`src/rtl/avp_sd_pkg.sv`:
```
// ----------------------------------------------------------------------------
// avp_sd_pkg
// Types and constants shared by the attribute record deframer.
// ----------------------------------------------------------------------------
package avp_sd_pkg;

  localparam int unsigned FIFO_DEPTH = 4;
  localparam int unsigned FIFO_AW    = $clog2(FIFO_DEPTH);

  localparam logic [3:0]  BASE_HDR_SIZE   = 4'd8;
  localparam logic [3:0]  VENDOR_HDR_SIZE = 4'd12;
  localparam logic [7:0]  MASK_RESET      = 8'h80;

  localparam logic [1:0]  ROLE_HEADER = 2'd0;
  localparam logic [1:0]  ROLE_VENDOR = 2'd1;
  localparam logic [1:0]  ROLE_DATA   = 2'd2;
  localparam logic [1:0]  ROLE_PAD    = 2'd3;

  typedef enum logic [1:0] {
    PH_HEADER,
    PH_VENDOR,
    PH_DATA,
    PH_PAD
  } phase_t;

  typedef struct packed {
    logic        malformed;
    logic        record_done;
    logic        header_done;
    logic [23:0] payload_length;
    logic [23:0] record_length;
    logic [31:0] vendor_number;
    logic [7:0]  record_flags;
    logic [31:0] record_code;
    logic [7:0]  byte_value;
    logic [1:0]  byte_role;
  } result_t;

endpackage

```
`src/rtl/avp_sd_fifo.sv`:
```
// ----------------------------------------------------------------------------
// avp_sd_fifo
// Front end: accepts stream bytes and queues them for the record parser.
// ----------------------------------------------------------------------------
module avp_sd_fifo (
  input  logic       clk,
  input  logic       rst,
  input  logic       push,
  input  logic [7:0] push_data,
  output logic       full,
  input  logic       pop,
  output logic       head_valid,
  output logic [7:0] head_data
);
  import avp_sd_pkg::*;

  logic [7:0]         entries [FIFO_DEPTH];
  logic [FIFO_AW-1:0] wptr;
  logic [FIFO_AW-1:0] rptr;
  logic [FIFO_AW:0]   count;

  logic do_push;
  logic do_pop;

  assign full       = (count == (FIFO_AW+1)'(FIFO_DEPTH));
  assign head_valid = (count != '0);
  assign head_data  = entries[rptr];
  assign do_push    = push && !full;
  assign do_pop     = pop && head_valid;

  always_ff @(posedge clk) begin
    if (do_push) begin
      entries[wptr] <= push_data;
    end
  end

  always_ff @(posedge clk) begin
    if (rst) begin
      wptr  <= '0;
      rptr  <= '0;
      count <= '0;
    end else begin
      if (do_push) begin
        wptr <= wptr + 1'b1;
      end
      if (do_pop) begin
        rptr <= rptr + 1'b1;
      end
      case ({do_push, do_pop})
        2'b10:   count <= count + 1'b1;
        2'b01:   count <= count - 1'b1;
        default: count <= count;
      endcase
    end
  end

`ifndef NO_ASSERTIONS
  a_count_bound: assert property (@(posedge clk) disable iff (rst)
    count <= (FIFO_AW+1)'(FIFO_DEPTH))
    else $error("queue count beyond depth");
`endif

endmodule

```
`src/rtl/avp_sd_parser.sv`:
```
// ----------------------------------------------------------------------------
// avp_sd_parser
// Back end: walks header, vendor id, data and padding of each record and
// registers one tagged result per byte.
// ----------------------------------------------------------------------------
module avp_sd_parser (
  input  logic                clk,
  input  logic                rst,
  input  logic [7:0]          vendor_flag_mask,
  input  logic                head_valid,
  input  logic [7:0]          head_data,
  output logic                pop,
  output logic                out_valid,
  input  logic                out_ready,
  output avp_sd_pkg::result_t out_result
);
  import avp_sd_pkg::*;

  phase_t      phase, phase_next;
  logic [3:0]  hpos, hpos_next;
  logic [31:0] code, code_next;
  logic [7:0]  flags, flags_next;
  logic [23:0] length, length_next;
  logic [31:0] vendor, vendor_next;
  logic [23:0] data_rem, data_rem_next;
  logic [1:0]  pad_rem, pad_rem_next;
  logic [23:0] payload, payload_next;
  logic        bad, bad_next;
  logic        hdone, rdone;
  logic [1:0]  role;

  logic        fire;
  logic [3:0]  hp;
  logic [3:0]  hp_inc;
  logic        clr;
  logic [23:0] close_len;
  logic [23:0] close_size;
  logic        close_short;
  logic [23:0] close_pay;
  logic [23:0] dr_dec;
  logic [1:0]  pr_dec;
  result_t     result;

  assign fire = head_valid && (!out_valid || out_ready);
  assign pop  = fire;

  // Header position wraps back to the first byte once past the base header
  assign hp     = (hpos >= BASE_HDR_SIZE) ? 4'd0 : hpos;
  assign hp_inc = ((phase == PH_VENDOR) ? hpos : hp) + 4'd1;
  assign clr    = (hp == 4'd0);
  assign dr_dec = data_rem - 24'd1;
  assign pr_dec = pad_rem - 2'd1;

  // A header can only close on its last byte, so the length is final here
  assign close_len   = (phase == PH_VENDOR) ? length : {length[15:0], head_data};
  assign close_size  = (phase == PH_VENDOR) ? 24'(VENDOR_HDR_SIZE) : 24'(BASE_HDR_SIZE);
  assign close_short = (close_len < close_size);
  assign close_pay   = close_short ? 24'd0 : (close_len - close_size);

  // Next state and record registers
  always_comb begin
    phase_next    = phase;
    hpos_next     = hpos;
    code_next     = code;
    flags_next    = flags;
    length_next   = length;
    vendor_next   = vendor;
    data_rem_next = data_rem;
    pad_rem_next  = pad_rem;
    payload_next  = payload;
    bad_next      = bad;
    hdone         = 1'b0;
    rdone         = 1'b0;
    unique case (phase)
      PH_VENDOR: begin
        vendor_next = {vendor[23:0], head_data};
        hpos_next   = hp_inc;
        if (hp_inc >= VENDOR_HDR_SIZE) begin
          hdone         = 1'b1;
          bad_next      = close_short;
          payload_next  = close_pay;
          data_rem_next = close_pay;
          pad_rem_next  = 2'(2'd0 - close_pay[1:0]);
          hpos_next     = 4'd0;
          if (close_pay != 24'd0) begin
            phase_next = PH_DATA;
          end else begin
            phase_next = PH_HEADER;
            rdone      = 1'b1;
          end
        end
      end
      PH_DATA: begin
        data_rem_next = dr_dec;
        if (dr_dec == 24'd0) begin
          if (pad_rem != 2'd0) begin
            phase_next = PH_PAD;
          end else begin
            phase_next = PH_HEADER;
            rdone      = 1'b1;
          end
        end
      end
      PH_PAD: begin
        pad_rem_next = pr_dec;
        if (pr_dec == 2'd0) begin
          phase_next = PH_HEADER;
          rdone      = 1'b1;
        end
      end
      PH_HEADER: begin
        if (clr) begin
          code_next    = '0;
          flags_next   = '0;
          length_next  = '0;
          vendor_next  = '0;
          payload_next = '0;
          bad_next     = 1'b0;
        end
        if (hp < 4'd4) begin
          code_next = {(clr ? 24'd0 : code[23:0]), head_data};
        end else if (hp == 4'd4) begin
          flags_next = head_data;
        end else begin
          length_next = {length[15:0], head_data};
        end
        hpos_next = hp_inc;
        if (hp_inc == BASE_HDR_SIZE) begin
          if ((flags & vendor_flag_mask) != 8'd0) begin
            phase_next = PH_VENDOR;
          end else begin
            hdone         = 1'b1;
            bad_next      = close_short;
            payload_next  = close_pay;
            data_rem_next = close_pay;
            pad_rem_next  = 2'(2'd0 - close_pay[1:0]);
            hpos_next     = 4'd0;
            if (close_pay != 24'd0) begin
              phase_next = PH_DATA;
            end else begin
              phase_next = PH_HEADER;
              rdone      = 1'b1;
            end
          end
        end
      end
      default: phase_next = PH_HEADER;
    endcase
  end

  // Role tag from the phase the byte arrives in
  always_comb begin
    unique case (phase)
      PH_HEADER: role = ROLE_HEADER;
      PH_VENDOR: role = ROLE_VENDOR;
      PH_DATA:   role = ROLE_DATA;
      PH_PAD:    role = ROLE_PAD;
      default:   role = ROLE_HEADER;
    endcase
  end

  always_comb begin
    result.byte_role      = role;
    result.byte_value     = head_data;
    result.record_code    = code_next;
    result.record_flags   = flags_next;
    result.vendor_number  = vendor_next;
    result.record_length  = length_next;
    result.payload_length = payload_next;
    result.header_done    = hdone;
    result.record_done    = rdone;
    result.malformed      = bad_next;
  end

  always_ff @(posedge clk) begin
    if (rst) begin
      phase    <= PH_HEADER;
      hpos     <= '0;
      code     <= '0;
      flags    <= '0;
      length   <= '0;
      vendor   <= '0;
      data_rem <= '0;
      pad_rem  <= '0;
      payload  <= '0;
      bad      <= 1'b0;
    end else if (fire) begin
      phase    <= phase_next;
      hpos     <= hpos_next;
      code     <= code_next;
      flags    <= flags_next;
      length   <= length_next;
      vendor   <= vendor_next;
      data_rem <= data_rem_next;
      pad_rem  <= pad_rem_next;
      payload  <= payload_next;
      bad      <= bad_next;
    end
  end

  always_ff @(posedge clk) begin
    if (rst) begin
      out_valid <= 1'b0;
    end else if (fire) begin
      out_valid <= 1'b1;
    end else if (out_ready) begin
      out_valid <= 1'b0;
    end
  end

  always_ff @(posedge clk) begin
    if (fire) begin
      out_result <= result;
    end
  end

`ifndef NO_ASSERTIONS
  a_vendor_pos: assert property (@(posedge clk) disable iff (rst)
    (phase == PH_VENDOR) |-> (hpos >= BASE_HDR_SIZE) && (hpos < VENDOR_HDR_SIZE))
    else $error("vendor phase with header position out of range");
  a_data_left: assert property (@(posedge clk) disable iff (rst)
    (phase == PH_DATA) |-> (data_rem != 24'd0))
    else $error("data phase with no data left");
  a_pad_left: assert property (@(posedge clk) disable iff (rst)
    (phase == PH_PAD) |-> (pad_rem != 2'd0))
    else $error("pad phase with no padding left");
  a_short_ends: assert property (@(posedge clk) disable iff (rst)
    (out_valid && out_result.header_done && out_result.malformed)
      |-> out_result.record_done)
    else $error("malformed record did not end on its header");
`endif

endmodule

```
`src/rtl/avp_stream_deframer_core.sv`:
```
// ----------------------------------------------------------------------------
// avp_stream_deframer_core
// Splits a byte stream into attribute-value records, one tagged result a byte.
// ----------------------------------------------------------------------------
// Each byte passes through the queue and the parser output register before its result is valid.
// Throughput: one byte per cycle while the result stream is not stalled;
//   a four-entry queue lets input and output stall independently.
// Reset: clears the queue, output valid flag and record state; the parser
//   expects header byte zero and vendor_flag_mask returns to 0x80.
module avp_stream_deframer_core (
  input  logic         clk,
  input  logic         rst,
  // configuration write channel: vendor_flag_mask
  input  logic         cfg_valid,
  output logic         cfg_ready,
  input  logic [7:0]   cfg_data,
  // input stream
  input  logic         s_axis_tvalid,
  output logic         s_axis_tready,
  input  logic [7:0]   s_axis_tdata,   // stream_byte
  // result stream
  output logic         m_axis_tvalid,
  input  logic         m_axis_tready,
  // byte_value, record_code, record_flags, vendor_number, record_length,
  // payload_length
  output logic [127:0] m_axis_tdata,
  // byte_role, header_done, malformed
  output logic [3:0]   m_axis_tuser,
  output logic         m_axis_tlast    // record_done
);
  import avp_sd_pkg::*;

  logic [7:0] mask;
  logic       full;
  logic       head_valid;
  logic [7:0] head_data;
  logic       pop;
  result_t    res;

  assign cfg_ready = 1'b1;

  always_ff @(posedge clk) begin
    if (rst) begin
      mask <= MASK_RESET;
    end else if (cfg_valid && cfg_ready) begin
      mask <= cfg_data;
    end
  end

  assign s_axis_tready = !full;

  avp_sd_fifo u_fifo (
    .clk        (clk),
    .rst        (rst),
    .push       (s_axis_tvalid),
    .push_data  (s_axis_tdata),
    .full       (full),
    .pop        (pop),
    .head_valid (head_valid),
    .head_data  (head_data)
  );

  avp_sd_parser u_parser (
    .clk              (clk),
    .rst              (rst),
    .vendor_flag_mask (mask),
    .head_valid       (head_valid),
    .head_data        (head_data),
    .pop              (pop),
    .out_valid        (m_axis_tvalid),
    .out_ready        (m_axis_tready),
    .out_result       (res)
  );

  assign m_axis_tdata = {res.payload_length, res.record_length, res.vendor_number,
                         res.record_flags, res.record_code, res.byte_value};
  assign m_axis_tuser = {res.malformed, res.header_done, res.byte_role};
  assign m_axis_tlast = res.record_done;

endmodule
```
`config.mk`:
```
export PLATFORM = sky130hd
export DESIGN_NAME = avp_stream_deframer_core
export DESIGN_NICKNAME = d
export VERILOG_FILES = /design/src/rtl/avp_sd_pkg.sv /design/src/rtl/avp_sd_fifo.sv /design/src/rtl/avp_sd_parser.sv /design/src/rtl/avp_stream_deframer_core.sv
export SDC_FILE = /design/constraint.sdc
export NUM_CORES = 1
export LEC_CHECK = 0
export BUFFER_PORTS_ARGS = -buffer_cell sky130_fd_sc_hd__buf_2
export CAP_MARGIN = 20
export CORE_MARGIN = 1.5
export CORE_UTILIZATION = 46
export CTS_CLUSTER_DIAMETER = 30
export DETAILED_ROUTE_END_ITERATION = 10
export PLACE_DENSITY = 0.67
export SLEW_MARGIN = 5
export SYNTH_ARGS = -nofsm -noshare
export SYNTH_HDL_FRONTEND = slang
export SYNTH_SLANG_ARGS = --single-unit
```
`constraint.sdc`:
```
create_clock -name clk -period 7.1 [get_ports clk]
set_input_delay 0.355 -clock clk [delete_from_list [all_inputs] [get_ports clk]]
set_output_delay 0.355 -clock clk [all_outputs]
set_load 0.01 [all_outputs]
```
==> run metrics, run 1 <==
status completed; Slew headroom 0.309; Die Wd 185 µm; Hold Crit Class primary input to flop; Max Clock Freq 203 MHz; Clock transition at path regs 0.05 ns; Core Region 32600 µm²; IO Pins 157; Tightest Pin Transition 1.03 ns; DR pass1 iterations 6; Cells after Synth 1497; sequential share of the synthesized area 0.549; Ant. Diodes 0; largest net degree at the start of global routing 139; Clock Skew 0.0253 ns; final setup TNS 0 ns; Worst setup SP type flop; Synthesis Warnings 0; DR vias 12249; Skew-Pair Late Insertion Delay 0.58 ns; Worst IR Drop VDD 0.000456 V; pre-CTS setup slack 2.28 ns; critical path cell sequence nor2b_4 -> nand2b_1 -> ha_1 -> a31oi_2 -> nand2_2 -> nor2_2 -> a21oi_1 -> inv_1 -> ha_1 -> nand3b_1 -> or4_1 -> o22ai_1 -> nand3_2 -> a211o_1 -> o221a_1; number of I/O port buffers 155; Critical Path Most Common Cell ha_1; Die H 185 µm; crit-path max cell delay 0.87 ns; first-pass GRT wire length 63500 µm; Slowest-stage cell, CP dfxtp_1; highest-count cells in the layout ignoring fill and taps nand2_1, dfxtp_1, edfxtp_1, buf_2, a21oi_1; routed vias/inst 5.73; final setup fails 0; layout cell share with drive strength beyond 1 0.203; PnR worst setup slack 2.16 ns; htree depth 3; CTS Root Cell clkbuf_16; dominant synthesized flop cell dfxtp_1; clock sinks 336; initial DRC count 1080; Area growth syn-to-layout 22.9%; Netlist Area Pre-Place 15300 µm²; most common cell after layout, fill and taps aside nand2_1; Total GRT Usage 0.239; Synth Net Count 1531; Avg WL per Cell 19.1 µm; Congestion Overflow GR 0; WS Path Type flop to flop; initial antenna violation count 0; fraction of registers with async set/reset 0; critical path data arrival time 5.38 ns; Unique masters post-synth 86; Power Density 438 nW/µm²; fin nets 1671; Final period util 0.695; CP Data Required Time 7.55 ns; RSZ-0062 raised after global routing no; beginning of the critical path u_parser.phase[0]; area of the die 34300 µm²; CTS Buf Count 70; cell area after layout 18800 µm²; dpl cell area 16300 µm²; Worst Hold Launch s_axis_tdata[7]; Final Hold Fails 0; Final Power 8220 µW; R2R Path Start u_parser.phase[0]; Final Max Tran Viols 0; Starting Density 0.468; antenna viol nets, final 0; syn_area_per_cell 10.2 µm²; Routed Wire Length 40900 µm; max-cap violation count 0; Clock Tree Buf Depth 3; TritonCTS clock tree built; row cnt 66; DRC 0; Leak 0.00700 µW; worst hold slack 0.0276 ns; DP HPWL 25900 µm; Worst Path Max Fanout 26; Post-synth EDFFs 165; post-synthesis register bit count 336; fin crit period 4.94 ns; Crit. End Element flop; placer congestion estimate 0.890; number of global-route vias before repair 11552
==> power breakdown <==
| part | total, µW | switching [µW] | internal [µW] | leakage, µW |
|---|---|---|---|---|
| clock | 3270 | 1110 | 2160 | 0.00117 |
| sequential | 2840 | 183 | 2660 | 0.00299 |
| combinational | 2110 | 1520 | 593 | 0.00283 |
| total | 8220 | 2810 | 5420 | 0.00700 |
==> worst paths after layout <==
check                          to  slack (ns)  depth (start not counted)
max reg2reg     u_parser.phase[1]        2.16                         15
max             u_parser.phase[1]        2.16                         15
min          u_fifo.entries[2][7]        0.03                          1
min reg2reg   u_parser.vendor[28]        0.45                          2
==> flip-flops by register name, indices dropped and copies added, names as in the netlist, 3 cells and up, named ones only <==
signal,flops
mask,8
u_parser.code,32
u_fifo.count,3
u_parser.hpos,4
u_parser.vendor,32
u_parser.flags,8
u_parser.out_result,133
u_parser.payload,24
u_fifo.entries,32
u_parser.length,24
u_parser.data_rem,24
==> area by class of cell <==
cell class | count | area, µm²
clock inverter | 46 | 537
timing repair buffer | 179 | 976
tap | 442 | 553
sequential | 336 | 8380
multi-input combinational | 1026 | 6350
fill | 2723 | 13900
clock buffer | 83 | 1860
inverter | 24 | 97.6
==> synthesized netlist by cell type (14+ instances only) <==
library cell	n	area [µm²]
a22o_1	101	885
dfxtp_1	171	3420
nand2_1	239	897
clkbuf_1	88	330
xor2_1	15	131
nor2_1	132	495
a22oi_1	23	173
or3_1	14	87.6
nand3_1	22	110
o21ai_0	39	195
inv_1	23	86.3
mux2i_1	47	470
a21oi_1	140	701
nor3_1	33	165
edfxtp_1	165	4950
==> routing by layer <==
layer  wire length, µm  vias to the layer above  part of all wire  track usage
met5                 0                        -                 0            0
met4              1140                        0             0.028       0.0898
met3              2710                       84             0.066       0.0490
met2             19300                      441              0.47        0.388
met1             17700                     5929              0.43        0.314
li1                  -                     5795                 -            -
==> critical path, delay by kind of cell (launching register included) <==
family	cells	cell delay, ns
adder cells (fa/ha/maj)	2	0.45
AND/OR/NAND/NOR	7	2.17
AO/OA/AOI/OAI	5	1.19
buffers and inverters	1	0.11
flip-flops	1	0.87
==> stage by stage <==
stage | std cells | util
detailed placement | 2000 | 0.499
global placement | 2000 | 0.499
floorplan | 1497 | -
finish | 2136 | 0.575
global route | 2136 | 0.575
CTS | 2136 | 0.575
==> cells by family after synthesis <==
logic type,count (synthesis),synth area share
simple gates,528,0.162
mux,65,0.0478
xor+xnor,28,0.0161
compound gates,391,0.176
other cells,1,0.000246
fa+ha+maj,13,0.0112
buf+inv,135,0.0378
flops,336,0.549
==> repair_timing <==
| item | 4_1_cts | 5_1_grt |
|---|---|---|
| setup buffers | 0 | 0 |
| hold buffers | 7 | 0 |
| endpoints found under the hold margin | 23 | 0 |
| gates resized for setup | 0 | 0 |
Note: power is estimated with default switching activity, not from simulation.
==> run 2: changes to the inputs <==
clock period = 4.61 ns   (was 7.1 ns; I/O delays follow)
==> run metrics, run 2 (synthesis results as in run 1) <==
status completed; critical path data arrival time 4.49 ns (-0.89 ns); Ant. Diodes 0 (unchanged); Starting Density 0.468 (unchanged); Hold Crit Class primary input to flop; fin nets 1697 (+1.6%); Tightest Pin Transition 1.03 ns (+0.00473 ns); Leak 0.00720 µW (+2.9%); register name with the most flops u_parser.out_result; IO Pins 157 (unchanged); Layout Cells excl Fill 2164 (+1.3%); Final period util 0.877 (+0.182); Clock transition at path regs 0.05 ns (about the same); placed insts 2015 (+0.75%); max reg flops 133 (unchanged); CP Depth 17 (+2); RSZ-0062 raised after global routing no; Die Wd 185 µm (unchanged); Setup Buffers After CTS 0 (unchanged); DP HPWL 26300 µm (+1.5%); placer congestion estimate 0.915 (+2.7%); sw power 4410 µW (+57%); Seq pwr share 0.333 (-0.013); critical path cell sequence buf_4 -> nand2b_1 -> buf_12 -> or3_1 -> a31oi_2 -> nand2_2 -> nor2_2 -> buf_4 -> a21oi_1 -> inv_1 -> ha_1 -> nand3b_1 -> or4_1 -> o22ai_1 -> nand3_2 -> a211o_1 -> o221a_1; Final Hold Fails 0 (unchanged); DRC 0 (unchanged); number of I/O port buffers 155 (unchanged); Pint 8780 µW (+62%); Power Density 687 nW/µm² (+57%); Logic pwr share 0.248 (-0.009); Avg WL per Cell 19.1 µm (-0.21%); clock sinks 336 (unchanged); most common cell after layout, fill and taps aside nand2_1; sw frac 0.334 (-0.00710); max-cap violation count 0 (unchanged); number of global-route vias before repair 11683 (+1.1%); Clock Skew 0.0344 ns (+0.00907 ns); Slew headroom 0.310 (+0.00178); Max Clock Freq 247 MHz (+22%); layout cell share with drive strength beyond 1 0.213 (+0.0101); DR pass1 iterations 5 (-1); highest-count cells in the layout ignoring fill and taps nand2_1, dfxtp_1, edfxtp_1, buf_2, a21oi_1; TritonCTS clock tree built; Final Max Tran Viols 0 (unchanged); Total GRT Usage 0.241 (+0.00254); final setup fails 0 (unchanged); r2r worst-path depth 17 (+2); DR vias 12484 (+1.9%); row cnt 66 (unchanged); WS Path Type flop to flop; Clock Tree Buf Depth 3 (unchanged); Worst Hold Depth 3 (+2); CTS Root Cell clkbuf_16; CP bufs+invs 4 (+3); Core Region 32600 µm² (unchanged); initial DRC count 1229 (+14%); Clk pwr share 0.419 (+0.021); Crit. End Element flop; Congestion Overflow GR 0 (unchanged); fin crit period 4.04 ns (-0.893 ns); initial antenna violation count 0 (unchanged); Skew-Pair Late Insertion Delay 0.58 ns (about the same); CP Data Required Time 5.06 ns (-2.49 ns); first-pass GRT wire length 64400 µm (+1.5%); final setup TNS 0 ns (unchanged); Worst Path Max Fanout 35 (+35%); htree depth 3 (unchanged); crit-path max cell delay 0.46 ns (-0.41 ns); Slowest-stage cell, CP a31oi_2; Routed Wire Length 41300 µm (+1.1%); largest net degree at the start of global routing 120 (-14%); CP top delay family simple AND/OR/NAND/NOR gates; FF-to-FF setup slack 0.57 ns (-1.60 ns); antenna viol nets, final 0 (unchanged); area of the die 34300 µm² (unchanged); Die H 185 µm (unchanged); Area growth syn-to-layout 25.8%; Worst setup SP type flop; CTS Buf Count 71 (+1.4%); Worst IR Drop VDD 0.000466 V (+2.1%); Critical Path Most Common Cell buf_4; routed vias/inst 5.77 (+0.60%)
run 2: cell types whose count changed in the layout (fill, tap and decap cells not counted), moves of 3 or more:
| cell | delta |
|---|---|
| clkinvlp_4 | +4 |
| buf_4 | +14 |
| dlygate4sd3_1 | +10 |
| bufinv_16 | +8 |
| clkinv_4 | +3 |
| clkinv_1 | -3 |
| clkinv_2 | -4 |
| inv_8 | -5 |
| clkinv_8 | +3 |
run 2: timing repair:
item / in CTS / in global routing
hold buffers: 17 / 0
endpoints found under the hold margin: 41 / 0
resized for setup: 0 / 0
run 2: worst paths after layout:
kind	from	to
max	u_parser.phase[0]	u_parser.phase[1]
min	cfg_valid	mask[7]
max reg2reg	u_parser.phase[0]	u_parser.phase[1]
min reg2reg	u_parser.vendor[27]	u_parser.vendor[27]
run 2: layer usage:
layer | wire, µm | track usage | part of all wire | vias up
met2 | 19400 | 0.377 | 0.47 | 490
li1 | - | - | - | 5852
met3 | 2800 | 0.0545 | 0.068 | 84
met1 | 17800 | 0.322 | 0.43 | 6058
met5 | 0 | 0 | 0 | -
met4 | 1290 | 0.103 | 0.031 | 0
run 2: worst register-to-register path, cell delays in order, from the launching register on:
cell      delay (ns)
dfxtp_1         0.32
buf_4           0.27
nand2b_1        0.14
buf_12          0.20
or3_1           0.37
a31oi_2         0.46
nand2_2         0.22
nor2_2          0.15
buf_4           0.18
a21oi_1         0.09
inv_1           0.09
ha_1            0.19
nand3b_1        0.07
or4_1           0.40
o22ai_1         0.19
nand3_2         0.10
a211o_1         0.24
o221a_1         0.23
run 2: layout make-up:
| cell class | count | area [µm²] |
|---|---|---|
| clock buffers | 80 | 1820 |
| multi-input cells | 1026 | 6350 |
| repair buffers | 204 | 1200 |
| inverters | 24 | 97.6 |
| flip-flops and latches | 336 | 8380 |
| well taps | 442 | 553 |
| fillers | 2703 | 13400 |
| clock inverters | 52 | 806 |
run 2: power groups by stage:
stage	Combinational (µW)	Sequential, µW	Clock (µW)
after CTS	3290	4400	5580
after global routing	3550	4450	5750
after detailed placement	3260	4440	0
final	3270	4390	5530
after global placement	3230	4420	0
after floorplan	1650	4730	0
run 2: stage by stage:
stage,area [µm²],power (µW),utilization,setup WS [ns],hold slack [ns]
after floorplan,15300,6380,-,0.354,0.329
final,19200,13200,0.589,0.566,0.0829
after global routing,19200,13800,0.589,0.227,0.0958
after CTS,19200,13300,0.589,0.597,0.0661
after global placement,16400,7650,0.503,0.699,0.442
after detailed placement,16400,7700,0.503,0.649,0.446
==> run 3: changes to the inputs <==
SYNTH_HIERARCHICAL = 1   (was default)
==> run metrics, run 3 <==
dominant synthesized flop cell dfxtp_1; Final Hold Fails 0 (unchanged); largest net degree at the start of global routing 132 (+10%); routed vias/inst 5.81 (+0.70%); most common cell in the netlist nor2_1; Synthesis Warnings 6 (+6); Crit. End Element flop; Routed Wire Length 40300 µm (-2.6%); fin crit period 4.26 ns (+0.216 ns); Slew headroom 0.248 (-0.0621); CTS Buf Count 68 (-4.2%); area leader, netlist edfxtp_1; Die Wd 183 µm (-1.2%); Layout Cells excl Fill 2074 (-4.2%); clock sinks 336 (unchanged); Clock Skew 0.0249 ns (-0.00948 ns); share of the synthesized area in the top cell type 0.333 (+0.00830); Final Max Tran Viols 0 (unchanged); FF-to-FF setup slack 0.35 ns (-0.22 ns); Die H 183 µm (-1.2%); area of the die 33400 µm² (-2.4%); antenna viol nets, final 0 (unchanged); DRC 0 (unchanged); Skew-Pair Late Insertion Delay 0.56 ns (-0.02 ns); Setup Buffers After CTS 0 (unchanged); highest-count cells in the layout ignoring fill and taps nor2_1, nand2_1, dfxtp_1, edfxtp_1, buf_2; Unique masters post-synth 87 (+1.2%); fin nets 1651 (-2.7%); Synth Net Count 1488 (-2.8%); Slowest-stage cell, CP mux4_2; first-pass GRT wire length 62300 µm (-3.3%); placed insts 1933 (-4.1%); Hold Crit Class primary input to flop; initial DRC count 1255 (+2.1%); Seq pwr share 0.353 (+0.020); DP HPWL 25400 µm (-3.6%); Clock transition at path regs 0.05 ns (about the same); fraction of registers with async set/reset 0 (unchanged); Max Clock Freq 235 MHz (-5.1%); Worst Path Max Fanout 12 (-66%); Tightest Pin Transition 1.13 ns (+0.0931 ns); IO Pins 157 (unchanged); Post-synth EDFFs 165 (unchanged); most common cell after layout, fill and taps aside nor2_1; Avg WL per Cell 19.4 µm (+1.6%); Worst IR Drop VDD 0.000608 V (+31%); Clk pwr share 0.380 (-0.039); max-cap violation count 0 (unchanged); sequential share of the synthesized area 0.563 (+0.0140); # hold bufs at CTS 16 (-1); final setup fails 0 (unchanged); number of global-route vias before repair 11182 (-4.3%); Total GRT Usage 0.237 (-0.00430); Area growth syn-to-layout 24.4%; row cnt 65 (-1.5%); DR vias 12049 (-3.5%); CTS Root Cell clkbuf_16; sw frac 0.340 (+0.00583); critical path cell sequence mux4_2 -> nand2_1 -> nand2_1 -> ha_1 -> or3_4 -> or4_4 -> a2111oi_4 -> and3_4 -> nor2_1 -> inv_1 -> ha_1 -> o31ai_1 -> or4_1 -> a211oi_2 -> o2bb2ai_1; max reg flops 133 (unchanged); register name with the most flops u_parser/out_result; initial antenna violation count 0 (unchanged); layout cell share with drive strength beyond 1 0.209 (-0.00379); DR pass1 iterations 5 (unchanged); Ant. Diodes 0 (unchanged); RSZ-0062 raised after global routing no; Congestion Overflow GR 0 (unchanged); Leak 0.00706 µW (-2.0%); number of I/O port buffers 155 (unchanged); final setup TNS 0 ns (unchanged); Clock Tree Buf Depth 3 (unchanged); sw power 4400 µW (about the same); TritonCTS clock tree built; post-synthesis register bit count 336 (unchanged); status completed; syn_area_per_cell 10.2 µm² (+0.39%); Logic pwr share 0.266 (+0.018); cts repair resizes 0 (unchanged); Power Density 700 nW/µm² (+1.9%); Netlist Area Pre-Place 14900 µm² (-2.5%); critical path data arrival time 4.66 ns (+0.17 ns); CP Data Required Time 5.01 ns (-0.05 ns); htree depth 3 (unchanged); Cells after Synth 1454 (-2.9%); Pint 8550 µW (-2.7%); commonest cells in the netlist nor2_1, nand2_1, dfxtp_1; Worst setup SP type flop; synth top area cells edfxtp_1, dfxtp_1, a22o_1; placer congestion estimate 0.927 (+1.4%); Core Region 31700 µm² (-2.8%); Final period util 0.924 (+0.0468); crit-path max cell delay 0.54 ns (+0.08 ns); WS Path Type flop to flop; Starting Density 0.469 (+0.00130)
[run 3: cell types whose count changed after synthesis, sizes merged, moves of 6 or more]
cell     previous run  this run
a211oi              8        15
a2bb2oi             9         1
a21oi             141        99
nand3              23        14
a31oi              12         0
nor2              133       191
and2                2         8
nand2             241       184
nand2b              8        15
mux2i              48        36
nor3               33        65
[run 3: final timing paths]
check,startpoint,end,depth (start not counted)
min reg2reg,u_parser/code[24],u_parser/code[24],2
max,flop,u_parser/out_result[131],15
min,s_axis_tvalid,u_fifo/wptr[0],4
max reg2reg,flop,u_parser/out_result[131],15
[run 3: cell families after synthesis]
group	after synthesis	share of synthesized area
AOI/OAI and AO/OA	338	0.160
muxes	59	0.0477
adders and majority gates	13	0.0114
buffers and inverters	129	0.0347
other	1	0.000252
and+or+nand+nor	555	0.169
xor gates and xnor gates	23	0.0135
DFF	336	0.563
[run 3: area by class of cell]
| cell class | instances | area (µm²) |
|---|---|---|
| Tap cell | 402 | 503 |
| Multi-Input combinational cell | 989 | 6020 |
| Clock inverter | 40 | 479 |
| Inverter | 20 | 82.6 |
| Timing Repair Buffer | 202 | 1170 |
| Fill cell | 2636 | 13200 |
| Sequential cell | 336 | 8380 |
| Clock buffer | 85 | 1870 |
[run 3: worst max-delay path, delay by kind of cell, from the launching register on]
family	cells	cell delay, ns
AO/OA/AOI/OAI	4	0.83
buffers and inverters	1	0.09
adder cells (fa/ha/maj)	2	0.40
AND/OR/NAND/NOR	7	1.88
multiplexers	1	0.54
flip-flops	1	0.35
[run 3: through the flow]
step / utilization / total power, µW / hold WS (ns) / worst slack (ns) / cell area (µm²)
6_report: 0.584 / 12900 / 0.0780 / 0.350 / 18500
5_1_grt: 0.584 / 13500 / 0.0752 / 0.195 / 18500
4_1_cts: 0.584 / 13000 / 0.0546 / 0.359 / 18500
3_5_place_dp: 0.504 / 8040 / 0.447 / 0.392 / 16000
3_3_place_gp: 0.504 / 7970 / 0.442 / 0.495 / 16000
2_1_floorplan: - / 6730 / 0.329 / 0.0305 / 14900
[run 3: power groups by stage]
stage                     registers [µW]  logic (µW)  clock network, µW
after floorplan                     4870        1870                  0
after global placement              4610        3360                  0
after detailed placement            4620        3420                  0
after CTS                           4580        3450               4990
after global routing                4650        3750               5140
final                               4580        3450               4920
[run 3: layer usage]
metal  global-route usage  vias up  part of all wire
met3               0.0443       59             0.071
met2                0.361      511              0.45
met4               0.0820        0             0.021
li1                     -     5659                 -
met1                0.339     5820              0.45
met5                    0        -                 0
